**src/rtl/core/selective_repeat_arq_window_unit_defines.svh**
```systemverilog
// Assertion macros for the ARQ window unit.
`ifndef SELECTIVE_REPEAT_ARQ_WINDOW_UNIT_DEFINES_SVH
`define SELECTIVE_REPEAT_ARQ_WINDOW_UNIT_DEFINES_SVH

`ifndef SYNTHESIS
`define SRAW_ASSERT(lbl, prop) \
  lbl: assert property (@(posedge clk_i) disable iff (!rst_ni) prop) \
    else $error("sraw: property violated");
`define SRAW_ASSERT_NXT(lbl, ante, cons) \
  lbl: assert property (@(posedge clk_i) disable iff (!rst_ni) (ante) |=> (cons)) \
    else $error("sraw: next-cycle property violated");
`else
`define SRAW_ASSERT(lbl, prop)
`define SRAW_ASSERT_NXT(lbl, ante, cons)
`endif

`endif

```
**src/rtl/core/sraw_pkg.sv**
```systemverilog
package sraw_pkg;

  localparam int WIN_MAX = 16;
  localparam int SLOT_W  = $clog2(WIN_MAX);
  localparam int WIN_W   = $clog2(WIN_MAX + 1);
  localparam int SEQ_W   = 16;
  localparam int TMR_W   = 8;

  localparam logic [1:0] MODE_TICK  = 2'd0;
  localparam logic [1:0] MODE_FRAME = 2'd1;
  localparam logic [1:0] MODE_ACK   = 2'd2;

  localparam logic [1:0] REG_WINDOW  = 2'd0;
  localparam logic [1:0] REG_FRAMES  = 2'd1;
  localparam logic [1:0] REG_TIMEOUT = 2'd2;

  typedef enum logic [2:0] {
    KIND_SEND     = 3'd0,
    KIND_TIMEOUT  = 3'd1,
    KIND_IN_ORDER = 3'd2,
    KIND_BUFFERED = 3'd3,
    KIND_DISCARD  = 3'd4,
    KIND_DELIVER  = 3'd5,
    KIND_ACK      = 3'd6,
    KIND_STATUS   = 3'd7
  } kind_e;

  typedef enum logic [3:0] {
    OP_NONE,
    OP_LOAD,
    OP_MOD,
    OP_TICK1,
    OP_REWIND,
    OP_TICK2,
    OP_FCHK,
    OP_FSCAN,
    OP_FPEND,
    OP_FDLV,
    OP_FACK,
    OP_ACHK,
    OP_ASLIDE,
    OP_STAT
  } op_e;

  typedef struct packed {
    logic [1:0] mode;
    logic       mod_done;
    logic       at_end;
    logic       hit;
    logic       ack_ok;
    logic       scan_go;
    logic       dlv_done;
    logic       slide_go;
  } stat_t;

endpackage

```
**src/rtl/core/sraw_dp.sv**
```systemverilog
module sraw_dp (
  input  logic                          clk_i,
  input  logic                          rst_ni,
  input  sraw_pkg::op_e                 op_i,
  input  logic [1:0]                    mode_i,
  input  logic [sraw_pkg::SEQ_W-1:0]    seq_in_i,
  input  logic [sraw_pkg::WIN_W-1:0]    win_i,
  input  logic [sraw_pkg::SEQ_W-1:0]    fc_i,
  input  logic [sraw_pkg::TMR_W-1:0]    tmo_i,
  output sraw_pkg::stat_t               stat_o,
  output logic                          valid_o,
  output logic [2:0]                    kind_o,
  output logic [sraw_pkg::SEQ_W-1:0]    seq_out_o,
  output logic [sraw_pkg::SEQ_W-1:0]    send_base_out_o,
  output logic [sraw_pkg::SEQ_W-1:0]    recv_base_out_o,
  output logic                          all_done_o,
  output logic                          last_o
);
  import sraw_pkg::*;

  logic [SEQ_W-1:0]  sb_q, rb_q, end_q, cur_q, seq_q, opnd_q;
  logic [1:0]        mode_q;
  logic [SLOT_W-1:0] slot_q, bslot_q, rem_q;
  logic [3:0]        cnt_q;
  logic              pend_q;
  kind_e             pend_kind_q;
  logic [WIN_MAX-1:0] ack_q, sent_q, rcv_q;
  logic [TMR_W-1:0]  tmr_q [WIN_MAX];

  logic              ovalid_q, olast_q, odone_q;
  kind_e             okind_q;
  logic [SEQ_W-1:0]  oseq_q, osb_q, orb_q;

  logic [SEQ_W:0]    sb_lim, hlim;
  logic [SEQ_W-1:0]  hbase, hoff, ld_base;
  logic [WIN_W-1:0]  hsum, hsum_w, rsh, rsh_w, slot_nx;
  logic [SLOT_W-1:0] hslot, slot_inc, rnew;
  logic [TMR_W-1:0]  tdec;
  logic              hit;
  logic              scan_go;
  logic              emit;
  kind_e             ekind;
  logic [SEQ_W-1:0]  eseq;

  assign sb_lim = {1'b0, sb_q} + {{(SEQ_W+1-WIN_W){1'b0}}, win_i};
  assign hbase  = (mode_q == MODE_FRAME) ? rb_q : sb_q;
  assign hlim   = {1'b0, hbase} + {{(SEQ_W+1-WIN_W){1'b0}}, win_i};
  assign hit    = (seq_q >= hbase) && ({1'b0, seq_q} < hlim) && (seq_q < fc_i);
  assign hoff   = seq_q - hbase;
  // offset is below the window when hit, so a single wrap suffices
  assign hsum   = {1'b0, bslot_q} + hoff[WIN_W-1:0];
  assign hsum_w = hsum - win_i;
  assign hslot  = (hsum >= win_i) ? hsum_w[SLOT_W-1:0] : hsum[SLOT_W-1:0];

  // stop the in-order run at the end of the receive window
  assign scan_go = (cur_q < fc_i) && ({1'b0, cur_q} < hlim) && rcv_q[slot_q];

  assign slot_nx  = {1'b0, slot_q} + WIN_W'(1);
  assign slot_inc = (slot_nx == win_i) ? '0 : slot_nx[SLOT_W-1:0];

  assign rsh   = {rem_q, opnd_q[SEQ_W-1]};
  assign rsh_w = rsh - win_i;
  assign rnew  = (rsh >= win_i) ? rsh_w[SLOT_W-1:0] : rsh[SLOT_W-1:0];

  assign ld_base = (mode_i == MODE_FRAME) ? rb_q : sb_q;
  assign tdec    = (tmr_q[slot_q] == '0) ? '0 : tmr_q[slot_q] - TMR_W'(1);

  always_comb begin
    stat_o.mode     = mode_q;
    stat_o.mod_done = (cnt_q == 4'd15);
    stat_o.at_end   = ({1'b0, cur_q} >= sb_lim) || (cur_q >= fc_i);
    stat_o.hit      = hit;
    stat_o.ack_ok   = hit && !ack_q[hslot];
    stat_o.scan_go  = scan_go;
    stat_o.dlv_done = (cur_q == end_q);
    stat_o.slide_go = (sb_q < fc_i) && ack_q[slot_q];
  end

  always_comb begin
    emit  = 1'b0;
    ekind = KIND_STATUS;
    eseq  = '0;
    case (op_i)
      OP_TICK1: begin
        if (sent_q[slot_q] && !ack_q[slot_q] && tdec == '0) begin
          emit  = 1'b1;
          ekind = KIND_TIMEOUT;
          eseq  = cur_q;
        end
      end
      OP_TICK2: begin
        if (!ack_q[slot_q] && !sent_q[slot_q]) begin
          emit  = 1'b1;
          ekind = KIND_SEND;
          eseq  = cur_q;
        end
      end
      OP_FCHK: begin
        if (!hit) begin
          emit  = 1'b1;
          ekind = KIND_DISCARD;
          eseq  = seq_q;
        end
      end
      OP_FPEND: begin
        emit  = pend_q;
        ekind = pend_kind_q;
        eseq  = seq_q;
      end
      OP_FDLV: begin
        emit  = 1'b1;
        ekind = KIND_DELIVER;
        eseq  = cur_q;
      end
      OP_FACK: begin
        emit  = 1'b1;
        ekind = KIND_ACK;
        eseq  = seq_q;
      end
      OP_STAT: begin
        emit = 1'b1;
      end
      default: ;
    endcase
  end

  always_ff @(posedge clk_i or negedge rst_ni) begin
    if (!rst_ni) begin
      sb_q   <= '0;
      rb_q   <= '0;
      ack_q  <= '0;
      sent_q <= '0;
      rcv_q  <= '0;
      for (int i = 0; i < WIN_MAX; i++) tmr_q[i] <= '0;
      cnt_q  <= '0;
      pend_q <= 1'b0;
    end else begin
      case (op_i)
        OP_LOAD: begin
          mode_q <= mode_i;
          seq_q  <= seq_in_i;
          opnd_q <= ld_base;
          rem_q  <= '0;
          cnt_q  <= '0;
          end_q  <= rb_q;
          pend_q <= 1'b0;
        end
        OP_MOD: begin
          // serial remainder of the base, one bit a cycle
          rem_q  <= rnew;
          opnd_q <= {opnd_q[SEQ_W-2:0], 1'b0};
          cnt_q  <= cnt_q + 4'd1;
          if (cnt_q == 4'd15) begin
            cur_q   <= hbase;
            slot_q  <= rnew;
            bslot_q <= rnew;
          end
        end
        OP_TICK1: begin
          if (sent_q[slot_q] && !ack_q[slot_q]) begin
            tmr_q[slot_q] <= tdec;
            if (tdec == '0) sent_q[slot_q] <= 1'b0;
          end
          cur_q  <= cur_q + SEQ_W'(1);
          slot_q <= slot_inc;
        end
        OP_REWIND: begin
          cur_q  <= sb_q;
          slot_q <= bslot_q;
        end
        OP_TICK2: begin
          if (!ack_q[slot_q] && !sent_q[slot_q]) begin
            sent_q[slot_q] <= 1'b1;
            tmr_q[slot_q]  <= tmo_i;
          end
          cur_q  <= cur_q + SEQ_W'(1);
          slot_q <= slot_inc;
        end
        OP_FCHK: begin
          if (hit && !rcv_q[hslot]) begin
            rcv_q[hslot] <= 1'b1;
            pend_q       <= 1'b1;
            pend_kind_q  <= (seq_q == rb_q) ? KIND_IN_ORDER : KIND_BUFFERED;
          end
        end
        OP_FSCAN: begin
          if (scan_go) begin
            cur_q  <= cur_q + SEQ_W'(1);
            slot_q <= slot_inc;
          end else begin
            // hold the new base, rewind for delivery
            end_q  <= cur_q;
            cur_q  <= rb_q;
            slot_q <= bslot_q;
          end
        end
        OP_FDLV: begin
          rcv_q[slot_q] <= 1'b0;
          cur_q  <= cur_q + SEQ_W'(1);
          slot_q <= slot_inc;
        end
        OP_FACK: begin
          rb_q <= end_q;
        end
        OP_ACHK: begin
          if (hit && !ack_q[hslot]) begin
            ack_q[hslot]  <= 1'b1;
            sent_q[hslot] <= 1'b0;
            tmr_q[hslot]  <= '0;
          end
        end
        OP_ASLIDE: begin
          ack_q[slot_q]  <= 1'b0;
          sent_q[slot_q] <= 1'b0;
          tmr_q[slot_q]  <= '0;
          sb_q   <= sb_q + SEQ_W'(1);
          slot_q <= slot_inc;
        end
        default: ;
      endcase
    end
  end

  always_ff @(posedge clk_i or negedge rst_ni) begin
    if (!rst_ni) begin
      ovalid_q <= 1'b0;
    end else begin
      ovalid_q <= emit;
    end
  end

  always_ff @(posedge clk_i) begin
    if (emit) begin
      okind_q <= ekind;
      oseq_q  <= eseq;
      osb_q   <= sb_q;
      orb_q   <= end_q;
      odone_q <= (sb_q >= fc_i);
      olast_q <= (op_i == OP_STAT);
    end
  end

  assign valid_o         = ovalid_q;
  assign kind_o          = okind_q;
  assign seq_out_o       = oseq_q;
  assign send_base_out_o = osb_q;
  assign recv_base_out_o = orb_q;
  assign all_done_o      = odone_q;
  assign last_o          = olast_q;

endmodule

```
**src/rtl/core/sraw_ctrl.sv**
```systemverilog
module sraw_ctrl (
  input  logic            clk_i,
  input  logic            rst_ni,
  input  logic            start_i,
  input  logic [1:0]      mode_i,
  input  sraw_pkg::stat_t stat_i,
  output sraw_pkg::op_e   op_o,
  output logic            busy_o
);
  import sraw_pkg::*;

  typedef enum logic [11:0] {
    ST_IDLE   = 12'b0000_0000_0001,
    ST_MOD    = 12'b0000_0000_0010,
    ST_TICK1  = 12'b0000_0000_0100,
    ST_TICK2  = 12'b0000_0000_1000,
    ST_FCHK   = 12'b0000_0001_0000,
    ST_FSCAN  = 12'b0000_0010_0000,
    ST_FPEND  = 12'b0000_0100_0000,
    ST_FDLV   = 12'b0000_1000_0000,
    ST_FACK   = 12'b0001_0000_0000,
    ST_ACHK   = 12'b0010_0000_0000,
    ST_ASLIDE = 12'b0100_0000_0000,
    ST_STAT   = 12'b1000_0000_0000
  } state_e;

  state_e state_q, state_d;

  always_comb begin
    state_d = state_q;
    op_o    = OP_NONE;
    unique case (state_q)
      ST_IDLE: begin
        if (start_i) begin
          op_o    = OP_LOAD;
          state_d = (mode_i == MODE_TICK || mode_i == MODE_FRAME || mode_i == MODE_ACK)
                    ? ST_MOD : ST_STAT;
        end
      end
      ST_MOD: begin
        op_o = OP_MOD;
        if (stat_i.mod_done) begin
          case (stat_i.mode)
            MODE_TICK:  state_d = ST_TICK1;
            MODE_FRAME: state_d = ST_FCHK;
            default:    state_d = ST_ACHK;
          endcase
        end
      end
      ST_TICK1: begin
        if (stat_i.at_end) begin
          op_o    = OP_REWIND;
          state_d = ST_TICK2;
        end else begin
          op_o = OP_TICK1;
        end
      end
      ST_TICK2: begin
        if (stat_i.at_end) state_d = ST_STAT;
        else op_o = OP_TICK2;
      end
      ST_FCHK: begin
        op_o    = OP_FCHK;
        state_d = stat_i.hit ? ST_FSCAN : ST_STAT;
      end
      ST_FSCAN: begin
        op_o = OP_FSCAN;
        if (!stat_i.scan_go) state_d = ST_FPEND;
      end
      ST_FPEND: begin
        op_o    = OP_FPEND;
        state_d = ST_FDLV;
      end
      ST_FDLV: begin
        if (stat_i.dlv_done) state_d = ST_FACK;
        else op_o = OP_FDLV;
      end
      ST_FACK: begin
        op_o    = OP_FACK;
        state_d = ST_STAT;
      end
      ST_ACHK: begin
        op_o    = OP_ACHK;
        state_d = stat_i.ack_ok ? ST_ASLIDE : ST_STAT;
      end
      ST_ASLIDE: begin
        if (stat_i.slide_go) op_o = OP_ASLIDE;
        else state_d = ST_STAT;
      end
      ST_STAT: begin
        op_o    = OP_STAT;
        state_d = ST_IDLE;
      end
      default: state_d = ST_IDLE;
    endcase
  end

  always_ff @(posedge clk_i or negedge rst_ni) begin
    if (!rst_ni) begin
      state_q <= ST_IDLE;
    end else begin
      state_q <= state_d;
    end
  end

  assign busy_o = (state_q != ST_IDLE);

endmodule

```
**src/rtl/core/selective_repeat_arq_window_unit.sv**
```systemverilog
// Channel   Direction  Handshake                        Payload
// command   in         start high while busy low        mode_i, seq_in_i
// result    out        valid_o strobe, one cycle each   kind_o, seq_out_o, send_base_out_o,
//                                                       recv_base_out_o, all_done_o, last_o
// config    in         APB write, pready always high    pwdata at paddr 0/4/8
//
// Each item is loaded in its accept cycle, a serial remainder finds the base slot, then the
// window is walked one slot a cycle: a tick runs a timeout pass to the send limit, a rewind
// and a send pass; a frame a check, an in-order scan, delivery and an ack, else a discard;
// an ACK a check and slides unless ignored; an unknown mode goes to status. Results leave
// at most one a cycle from a registered output; the status result comes in the cycle busy
// drops. Reset clears all windows and both bases. The receiver cannot stall results.
`include "selective_repeat_arq_window_unit_defines.svh"

module selective_repeat_arq_window_unit (
  input  logic                       clk_i,
  input  logic                       rst_ni,
  input  logic                       start,
  output logic                       busy,
  input  logic [1:0]                 mode_i,
  input  logic [sraw_pkg::SEQ_W-1:0] seq_in_i,
  output logic                       valid_o,
  output logic [2:0]                 kind_o,
  output logic [sraw_pkg::SEQ_W-1:0] seq_out_o,
  output logic [sraw_pkg::SEQ_W-1:0] send_base_out_o,
  output logic [sraw_pkg::SEQ_W-1:0] recv_base_out_o,
  output logic                       all_done_o,
  output logic                       last_o,
  input  logic                       psel,
  input  logic                       penable,
  input  logic                       pwrite,
  input  logic [3:0]                 paddr,
  input  logic [31:0]                pwdata,
  output logic [31:0]                prdata,
  output logic                       pready
);
  import sraw_pkg::*;

  logic [4:0]       win_reg_q;
  logic [SEQ_W-1:0] fc_q;
  logic [TMR_W-1:0] tmo_q;
  logic [WIN_W-1:0] win_eff;
  logic             wr_en;
  op_e              op;
  stat_t            stat;

  assign pready = 1'b1;
  assign wr_en  = psel && penable && pwrite;

  always_ff @(posedge clk_i or negedge rst_ni) begin
    if (!rst_ni) begin
      win_reg_q <= 5'd4;
      fc_q      <= 16'd16;
      tmo_q     <= 8'd3;
    end else if (wr_en) begin
      unique case (paddr[3:2])
        REG_WINDOW:  win_reg_q <= pwdata[4:0];
        REG_FRAMES:  fc_q      <= pwdata[SEQ_W-1:0];
        REG_TIMEOUT: tmo_q     <= pwdata[TMR_W-1:0];
        default: ;
      endcase
    end
  end

  always_comb begin
    unique case (paddr[3:2])
      REG_WINDOW:  prdata = {27'd0, win_reg_q};
      REG_FRAMES:  prdata = {16'd0, fc_q};
      REG_TIMEOUT: prdata = {24'd0, tmo_q};
      default:     prdata = '0;
    endcase
  end

  // clamp the window to 1..WIN_MAX
  always_comb begin
    if (win_reg_q == '0) win_eff = WIN_W'(1);
    else if ({{(32-5){1'b0}}, win_reg_q} > WIN_MAX) win_eff = WIN_W'(WIN_MAX);
    else win_eff = WIN_W'(win_reg_q);
  end

  sraw_ctrl u_ctrl (
    .clk_i  (clk_i),
    .rst_ni (rst_ni),
    .start_i(start),
    .mode_i (mode_i),
    .stat_i (stat),
    .op_o   (op),
    .busy_o (busy)
  );

  sraw_dp u_dp (
    .clk_i          (clk_i),
    .rst_ni         (rst_ni),
    .op_i           (op),
    .mode_i         (mode_i),
    .seq_in_i       (seq_in_i),
    .win_i          (win_eff),
    .fc_i           (fc_q),
    .tmo_i          (tmo_q),
    .stat_o         (stat),
    .valid_o        (valid_o),
    .kind_o         (kind_o),
    .seq_out_o      (seq_out_o),
    .send_base_out_o(send_base_out_o),
    .recv_base_out_o(recv_base_out_o),
    .all_done_o     (all_done_o),
    .last_o         (last_o)
  );

  `SRAW_ASSERT(a_last_is_status, (valid_o && last_o) |-> (kind_o == KIND_STATUS))
  `SRAW_ASSERT(a_last_frees_unit, (valid_o && last_o) |-> !busy)
  `SRAW_ASSERT_NXT(a_start_goes_busy, start && !busy, busy)

endmodule
```
**config.mk**
```make
export PLATFORM = sky130hd
export DESIGN_NAME = selective_repeat_arq_window_unit
export DESIGN_NICKNAME = d
export VERILOG_FILES = /design/src/rtl/core/sraw_pkg.sv /design/src/rtl/core/sraw_dp.sv /design/src/rtl/core/sraw_ctrl.sv /design/src/rtl/core/selective_repeat_arq_window_unit.sv
export VERILOG_INCLUDE_DIRS = /design/src /design/src/rtl/core
export SDC_FILE = /design/constraint.sdc
export NUM_CORES = 1
export LEC_CHECK = 0
export ABC_AREA = 1
export BUFFER_PORTS_ARGS = -buffer_cell sky130_fd_sc_hd__buf_4
export CORE_ASPECT_RATIO = 0.8
export CORE_MARGIN = 1.5
export CORE_UTILIZATION = 50
export CTS_CLUSTER_DIAMETER = 30
export CTS_CLUSTER_SIZE = 25
export DETAILED_ROUTE_END_ITERATION = 7
export HOLD_SLACK_MARGIN = 0.06
export PLACE_DENSITY = 0.65
export SLEW_MARGIN = 20
export SYNTH_ARGS = -nofsm -noshare
export SYNTH_HDL_FRONTEND = slang
export SYNTH_SLANG_ARGS = --single-unit
export TNS_END_PERCENT = 100
```
**constraint.sdc**
```tcl
create_clock -name clk_i -period 8.42 [get_ports clk_i]
set_clock_uncertainty 0.1 [all_clocks]
set_input_delay 1.684 -clock clk_i [delete_from_list [all_inputs] [get_ports clk_i]]
set_output_delay 1.684 -clock clk_i [all_outputs]
set_load 0.05 [all_outputs]
```
==> impl_metrics.py, run 1 <==
metrics = {
    "worst_setup_path": {
        "reg2reg_from": "u_dp.mode_q[1]",
        "worst_path_most_repeated_cell": "nand2_1",
        "worst-r2r-setup-slack_ns": 1.21,
        "worstSetupEndpointType": "register",
        "worst_ep_required_time_ns": 8.92,
        "reg2reg_depth": 29,
        "cp_max_fo": 73,
        "critPathLaunchType": "register",
        "crit_slowest_cell": "o21ai_0",
        "worstPathArrival_ns": 7.72,
        "critPathKind": "reg -> reg",
        "max_stage_delay_ns": 0.56,
    },
    "final_layout": {
        "final_common_cell": "nand2_1",
        "areaGrowthSynthToFinish_pct": 15.5,
        "drive_above_1_share_pct": 8.59,
        "layout.nets": 4948,
        "diodes": 0,
        "final_cell_mix": "1,547 x nand2_1, 579 x inv_1, 529 x nor2_1",
    },
    "floorplanning": {
        "die_height_um": 224,
        "initial_core_util_pct": 50.9,
        "rows": 80,
        "fp.dieW_um": 279,
        "core_area_sq_mm": 0.0600,
        "die_area_sq_mm": 0.0625,
        "ioPinCount": 148,
    },
    "power_and_ir_drop": {
        "max-vdd-ir-drop_mv": 0.229,
        "power.density_mw_per_mm2": 256,
        "p_leak_nw": 17.8,
        "seqPwrFrac_pct": 27.7,
        "pwr-share-clk_pct": 42.0,
        "internal-power_mw": 5.49,
        "switching_share_pct": 39.1,
        "combPwrFrac_pct": 30.2,
        "power.switching_mw": 3.52,
    },
    "min_path": {
        "hold_path_startpoint": "fc_q[2]",
        "hp-class": "reg -> reg",
        "worstHoldPathCells": 2,
        "min_to": "fc_q[2]",
    },
    "global_route": {
        "grt_pass1_wl_um": 167000,
        "grt_pass1_vias": 28100,
        "antenna_found_initial": 0,
        "gr-usage-all-layers_pct": 34.4,
        "overflow": 0,
        "grt_max_degree": 102,
    },
    "synth": {
        "avgSynthCellArea_sq_um": 6.52,
        "synth_top_area_share_pct": 20.5,
        "ys.flop_type": "dfrtp_1",
        "yosys.area_share.adder_pct": 6.35,
        "ys_seq_area_share_pct": 33.9,
        "synthesis.instances": 4677,
        "async_flop_share_pct": 65.9,
        "synthSimpleGateAreaFrac_pct": 35.5,
        "ys_top_cells_by_area": "dfrtp_1 21%, nand2_1 19%, edfxtp_1 13%",
        "yosys.cell_types.count": 53,
        "ys_ff_latch": 387,
        "yosysTopAreaCell": "dfrtp_1",
        "synth_compound_area_share_pct": 10.9,
        "muxShareOfSynthArea_pct": 0,
        "syn_area_sq_mm": 0.0305,
        "ys_warn_count": 0,
        "synth_xor_area_share_pct": 2.50,
        "synth_edf_count": 132,
        "synth_top_family_by_area": "simple AND/OR/NAND/NOR gates",
    },
    "flow_run": {
        "max_cap_viol_count": 0,
    },
    "detailed_routing": {
        "wl_per_cell_um": 19.4,
        "dr.pass1.iters": 7,
        "drtIter0Drc": 4185,
        "drt_wl_total_um": 109000,
        "num_vias": 31600,
        "final_antenna_net_count": 0,
        "vias_per_cell": 5.64,
        "route.detailed.drc": 0,
    },
    "clock_tree": {
        "clk_pin_slew_worst_paths_ns": 0.05,
        "cts_tree": "done",
        "clock_latency_ns": 0.67,
        "ctsLongestPathBuffers": 3,
        "holdBufCountCts": 0,
        "cts-root-buf": "clkbuf_16",
        "h-tree-depth": 3,
        "post_cts_buffers": 0,
        "numCtsBuffers": 101,
        "cts.sinks": 387,
        "cts_resized": 0,
    },
    "timing": {
        "worst_pin_slew_ns": 1.25,
        "fin_tns_setup_ns": 0,
        "rsz0062_at_grt": "no",
        "final.period_utilization_pct": 85.7,
        "finalHoldViolCount": 0,
        "finalMaxSlewViolations": 0,
        "finalSetupViolations": 0,
        "fmax_mhz": 139,
        "post-route-min-period_ns": 7.21,
        "whs_ns": 0.382,
        "relSlewSlack_pct": 16.4,
    },
    "placement": {
        "port_buffers": 112,
        "dp_hpwl_um": 73500,
        "gp_congestion": 0.989,
    },
    "outcome": {
        "outcome": "completed",
    },
}
==> cells in the mapped netlist, drive strengths merged (2+ instances only) <==
cell	count
a211oi	5
a21oi	112
a31o	4
a31oi	5
and3	2
buf	96
clkbuf	141
clkinv	2
conb	2
dfrtp	250
dfstp	5
edfxtp	132
fa	8
ha	142
inv	585
nand2	1554
nand3	232
nand3b	3
nand4	200
nor2	539
nor3	27
nor4	11
o211ai	11
o21a	4
o21ai	489
o31ai	4
or2	16
xnor2	25
xor2	62
==> final cells by class <==
| class | instances | area, sq um |
|---|---|---|
| tap | 779 | 975 |
| timing repair buffer | 180 | 1400 |
| inverter | 587 | 2210 |
| sequential | 387 | 10400 |
| fill | 5760 | 24700 |
| clock inverter | 56 | 598 |
| clock buffer | 131 | 2740 |
| multi-input combinational | 3481 | 17000 |
==> worst max-delay path: cells and delay by family, from the launching register on <==
kind | cells | cell delay (ns)
AO/OA/AOI/OAI | 4 | 1.35
XOR/XNOR | 1 | 0.16
adder cells (fa/ha/maj) | 3 | 1.26
buffers and inverters | 6 | 1.47
flip-flops | 1 | 0.40
AND/OR/NAND/NOR | 15 | 2.24
==> routing by layer <==
layer / up-vias / routed length (um) / GRT usage, %
met3: 208 / 14100 / 8.55
met4: 0 / 2630 / 9.89
met2: 1723 / 42200 / 45.9
li1: 15100 / - / -
met5: - / 0 / 0
met1: 14500 / 49600 / 53.6
==> how the worst max path moves through the flow <==
stage | slack (ns) | start | to | cells past startpoint
CTS | 1.42 | u_dp.mode_q[1] | register | 29
finish | 1.21 | u_dp.mode_q[1] | register | 29
global placement | 1.54 | u_dp.mode_q[1] | register | 29
global route | 0.79 | u_dp.mode_q[1] | register | 29
floorplan | 1.80 | u_dp.mode_q[1] | u_dp.all_done_o | 27
detailed placement | 1.46 | u_dp.mode_q[1] | register | 29
==> logic make-up (layout without fill, tap and decap cells) <==
family          count (synthesis)  count (layout)
simple gates                 2586            2586
buf+inv                       824             954
compound gates                641             641
flops                         387             387
fa+ha+maj                     150             150
xor+xnor                       87              87
other cells                     2              17
==> stage by stage <==
step	utilization (%)	cells	worst slack (ns)	cell area (sq um)	total power, mW
after floorplan	-	4692	1.80	30600	4.23
after global placement	53.2	5414	1.54	31900	5.11
after detailed placement	53.2	5414	1.46	31900	5.15
after CTS	58.7	5601	1.42	35200	8.95
after global routing	58.8	5601	0.788	35200	9.45
final	58.8	5601	1.21	35200	9.01
==> power by group through the flow <==
stage	logic, mW	registers, mW	clock network, mW
floorplan	1.80	2.43	0
global placement	2.60	2.51	0
detailed placement	2.64	2.51	0
CTS	2.65	2.49	3.81
finish	2.72	2.50	3.79
global route	3.01	2.52	3.91
(Power assumes the default switching activity.)
==> run 2: changes to the inputs <==
--- a/config.mk
+++ b/config.mk
@@ -11,6 +11,7 @@
 export CORE_ASPECT_RATIO = 0.8
 export CORE_MARGIN = 1.5
 export CORE_UTILIZATION = 50
+export CTS_BUF_LIST = sky130_fd_sc_hd__clkbuf_4 sky130_fd_sc_hd__clkbuf_8
 export CTS_CLUSTER_DIAMETER = 30
 export CTS_CLUSTER_SIZE = 25
 export DETAILED_ROUTE_END_ITERATION = 7
==> impl_metrics.py, run 2 (synthesis gave the netlist of run 1 again) <==
metrics = {
    "worst_setup_path": {
        "max_stage_delay_ns": 0.54,
        "cp_max_fo": 73,
        "worstSetupEndpointType": "register",
        "crit_slowest_cell": "o21ai_0",
        "worst_path_most_repeated_cell": "nand2_1",
        "critPathLaunchType": "register",
        "worstPathArrival_ns": 7.74,
        "critPathKind": "reg -> reg",
        "worst_ep_required_time_ns": 8.98,
        "worst-r2r-setup-slack_ns": 1.25,
    },
    "detailed_routing": {
        "wl_per_cell_um": 19.3,
        "drt_wl_total_um": 108000,
        "vias_per_cell": 5.63,
        "route.detailed.drc": 0,
        "dr.pass1.iters": 6,
        "final_antenna_net_count": 0,
        "drtIter0Drc": 4122,
        "num_vias": 31500,
    },
    "flow_run": {
        "max_cap_viol_count": 0,
    },
    "floorplanning": {
        "core_area_sq_mm": 0.0600,
        "rows": 80,
        "ioPinCount": 148,
        "initial_core_util_pct": 50.9,
        "die_height_um": 224,
        "fp.dieW_um": 279,
        "die_area_sq_mm": 0.0625,
    },
    "timing": {
        "finalMaxSlewViolations": 0,
        "finalHoldViolCount": 0,
        "fin_tns_setup_ns": 0,
        "finalSetupViolations": 0,
        "fmax_mhz": 139,
        "relSlewSlack_pct": 16.3,
        "final.period_utilization_pct": 85.2,
        "rsz0062_at_grt": "no",
        "post-route-min-period_ns": 7.17,
        "worst_pin_slew_ns": 1.26,
    },
    "power_and_ir_drop": {
        "max-vdd-ir-drop_mv": 0.179,
        "power.density_mw_per_mm2": 231,
        "p_leak_nw": 17.3,
    },
    "clock_tree": {
        "cts.sinks": 387,
        "ctsLongestPathBuffers": 3,
        "holdBufCountCts": 0,
        "clock_latency_ns": 0.75,
        "h-tree-depth": 3,
        "cts-root-buf": "clkbuf_8",
        "clk_pin_slew_worst_paths_ns": 0.06,
        "cts_tree": "done",
        "cts_resized": 0,
        "numCtsBuffers": 101,
        "post_cts_buffers": 0,
    },
    "global_route": {
        "overflow": 0,
        "grt_pass1_vias": 28000,
        "gr-usage-all-layers_pct": 34.2,
        "grt_max_degree": 102,
        "grt_pass1_wl_um": 166000,
        "antenna_found_initial": 0,
    },
    "placement": {
        "port_buffers": 112,
        "place_inst": 5414,
        "dp_hpwl_um": 73500,
        "gp_congestion": 0.989,
    },
    "final_layout": {
        "drive_above_1_share_pct": 9.02,
        "instances_no_fill": 5601,
        "diodes": 0,
        "layout.nets": 4948,
        "areaGrowthSynthToFinish_pct": 11.9,
        "final_common_cell": "nand2_1",
        "final_cell_mix": "1,547 x nand2_1, 579 x inv_1, 529 x nor2_1",
        "n_fill_cell": 5921,
    },
    "min_path": {
        "hp-class": "reg -> reg",
    },
    "outcome": {
        "outcome": "completed",
    },
}
==> run 2: changes by cell type in the layout (fill, tap and decap cells not counted), sizes merged <==
cell	delta
clkinv	-2
clkinvlp	+1
inv	+1
==> run 2: worst paths after layout <==
kind                                start                         end  depth (start not counted)
max                        u_dp.mode_q[1]                    register                         29
min                               fc_q[2]                     fc_q[2]                          2
max reg2reg                u_dp.mode_q[1]                    register                         29
min reg2reg                       fc_q[2]                     fc_q[2]                          2
max in group asynchronous          rst_ni  asynchronous set/reset pin                          3
min in group asynchronous          rst_ni               u_dp.rb_q[11]                          1
==> run 2: cell type report <==
| cell class | count | area [sq um] | area share (%) |
|---|---|---|---|
| Multi-Input combinational cell | 3481 | 17000 | 49.7 |
| Sequential cell | 387 | 10400 | 30.3 |
| Inverter | 587 | 2210 | 6.46 |
| Clock buffer | 131 | 1680 | 4.92 |
| Timing Repair Buffer | 180 | 1400 | 4.09 |
| Tap cell | 779 | 975 | 2.86 |
| Clock inverter | 56 | 556 | 1.63 |
==> run 2: where the power goes <==
group          total (mW)  internal [mW]  leakage, nW  switching, mW
sequential           2.49           2.24         4.71          0.252
combinational        2.72          0.717         11.4           2.01
clock                2.65           1.57         1.16           1.08
total                7.87           4.53         17.3           3.34
==> run 2: per-layer routing <==
metal / routed length, um / part of all wire (%) / GRT usage [%] / vias to the layer above
met1: 48500 / 45 / 53.8 / 14400
met3: 14900 / 14 / 8.39 / 199
li1: - / - / - / 15100
met2: 41900 / 39 / 45.5 / 1777
met5: 0 / 0 / 0 / -
met4: 2630 / 2.4 / 9.48 / 0
==> run 2: critical path, delay by kind of cell (launching register included) <==
family,cells,cell delay (ns)
xor+xnor,1,0.16
flops,1,0.40
buf+inv,6,1.45
fa+ha+maj,3,1.26
simple gates,15,2.30
compound gates,4,1.34
==> run 2: stage by stage <==
stage	utilization (%)	hold slack (ns)	cell area [sq um]	total power, mW	setup WS [ns]
after floorplan	-	0.345	30600	4.23	1.80
after global placement	53.2	0.365	31900	5.11	1.54
after detailed placement	53.2	0.374	31900	5.15	1.46
after CTS	56.9	0.388	34100	7.81	1.42
after global routing	56.9	0.404	34100	8.30	0.776
final	56.9	0.385	34100	7.87	1.25
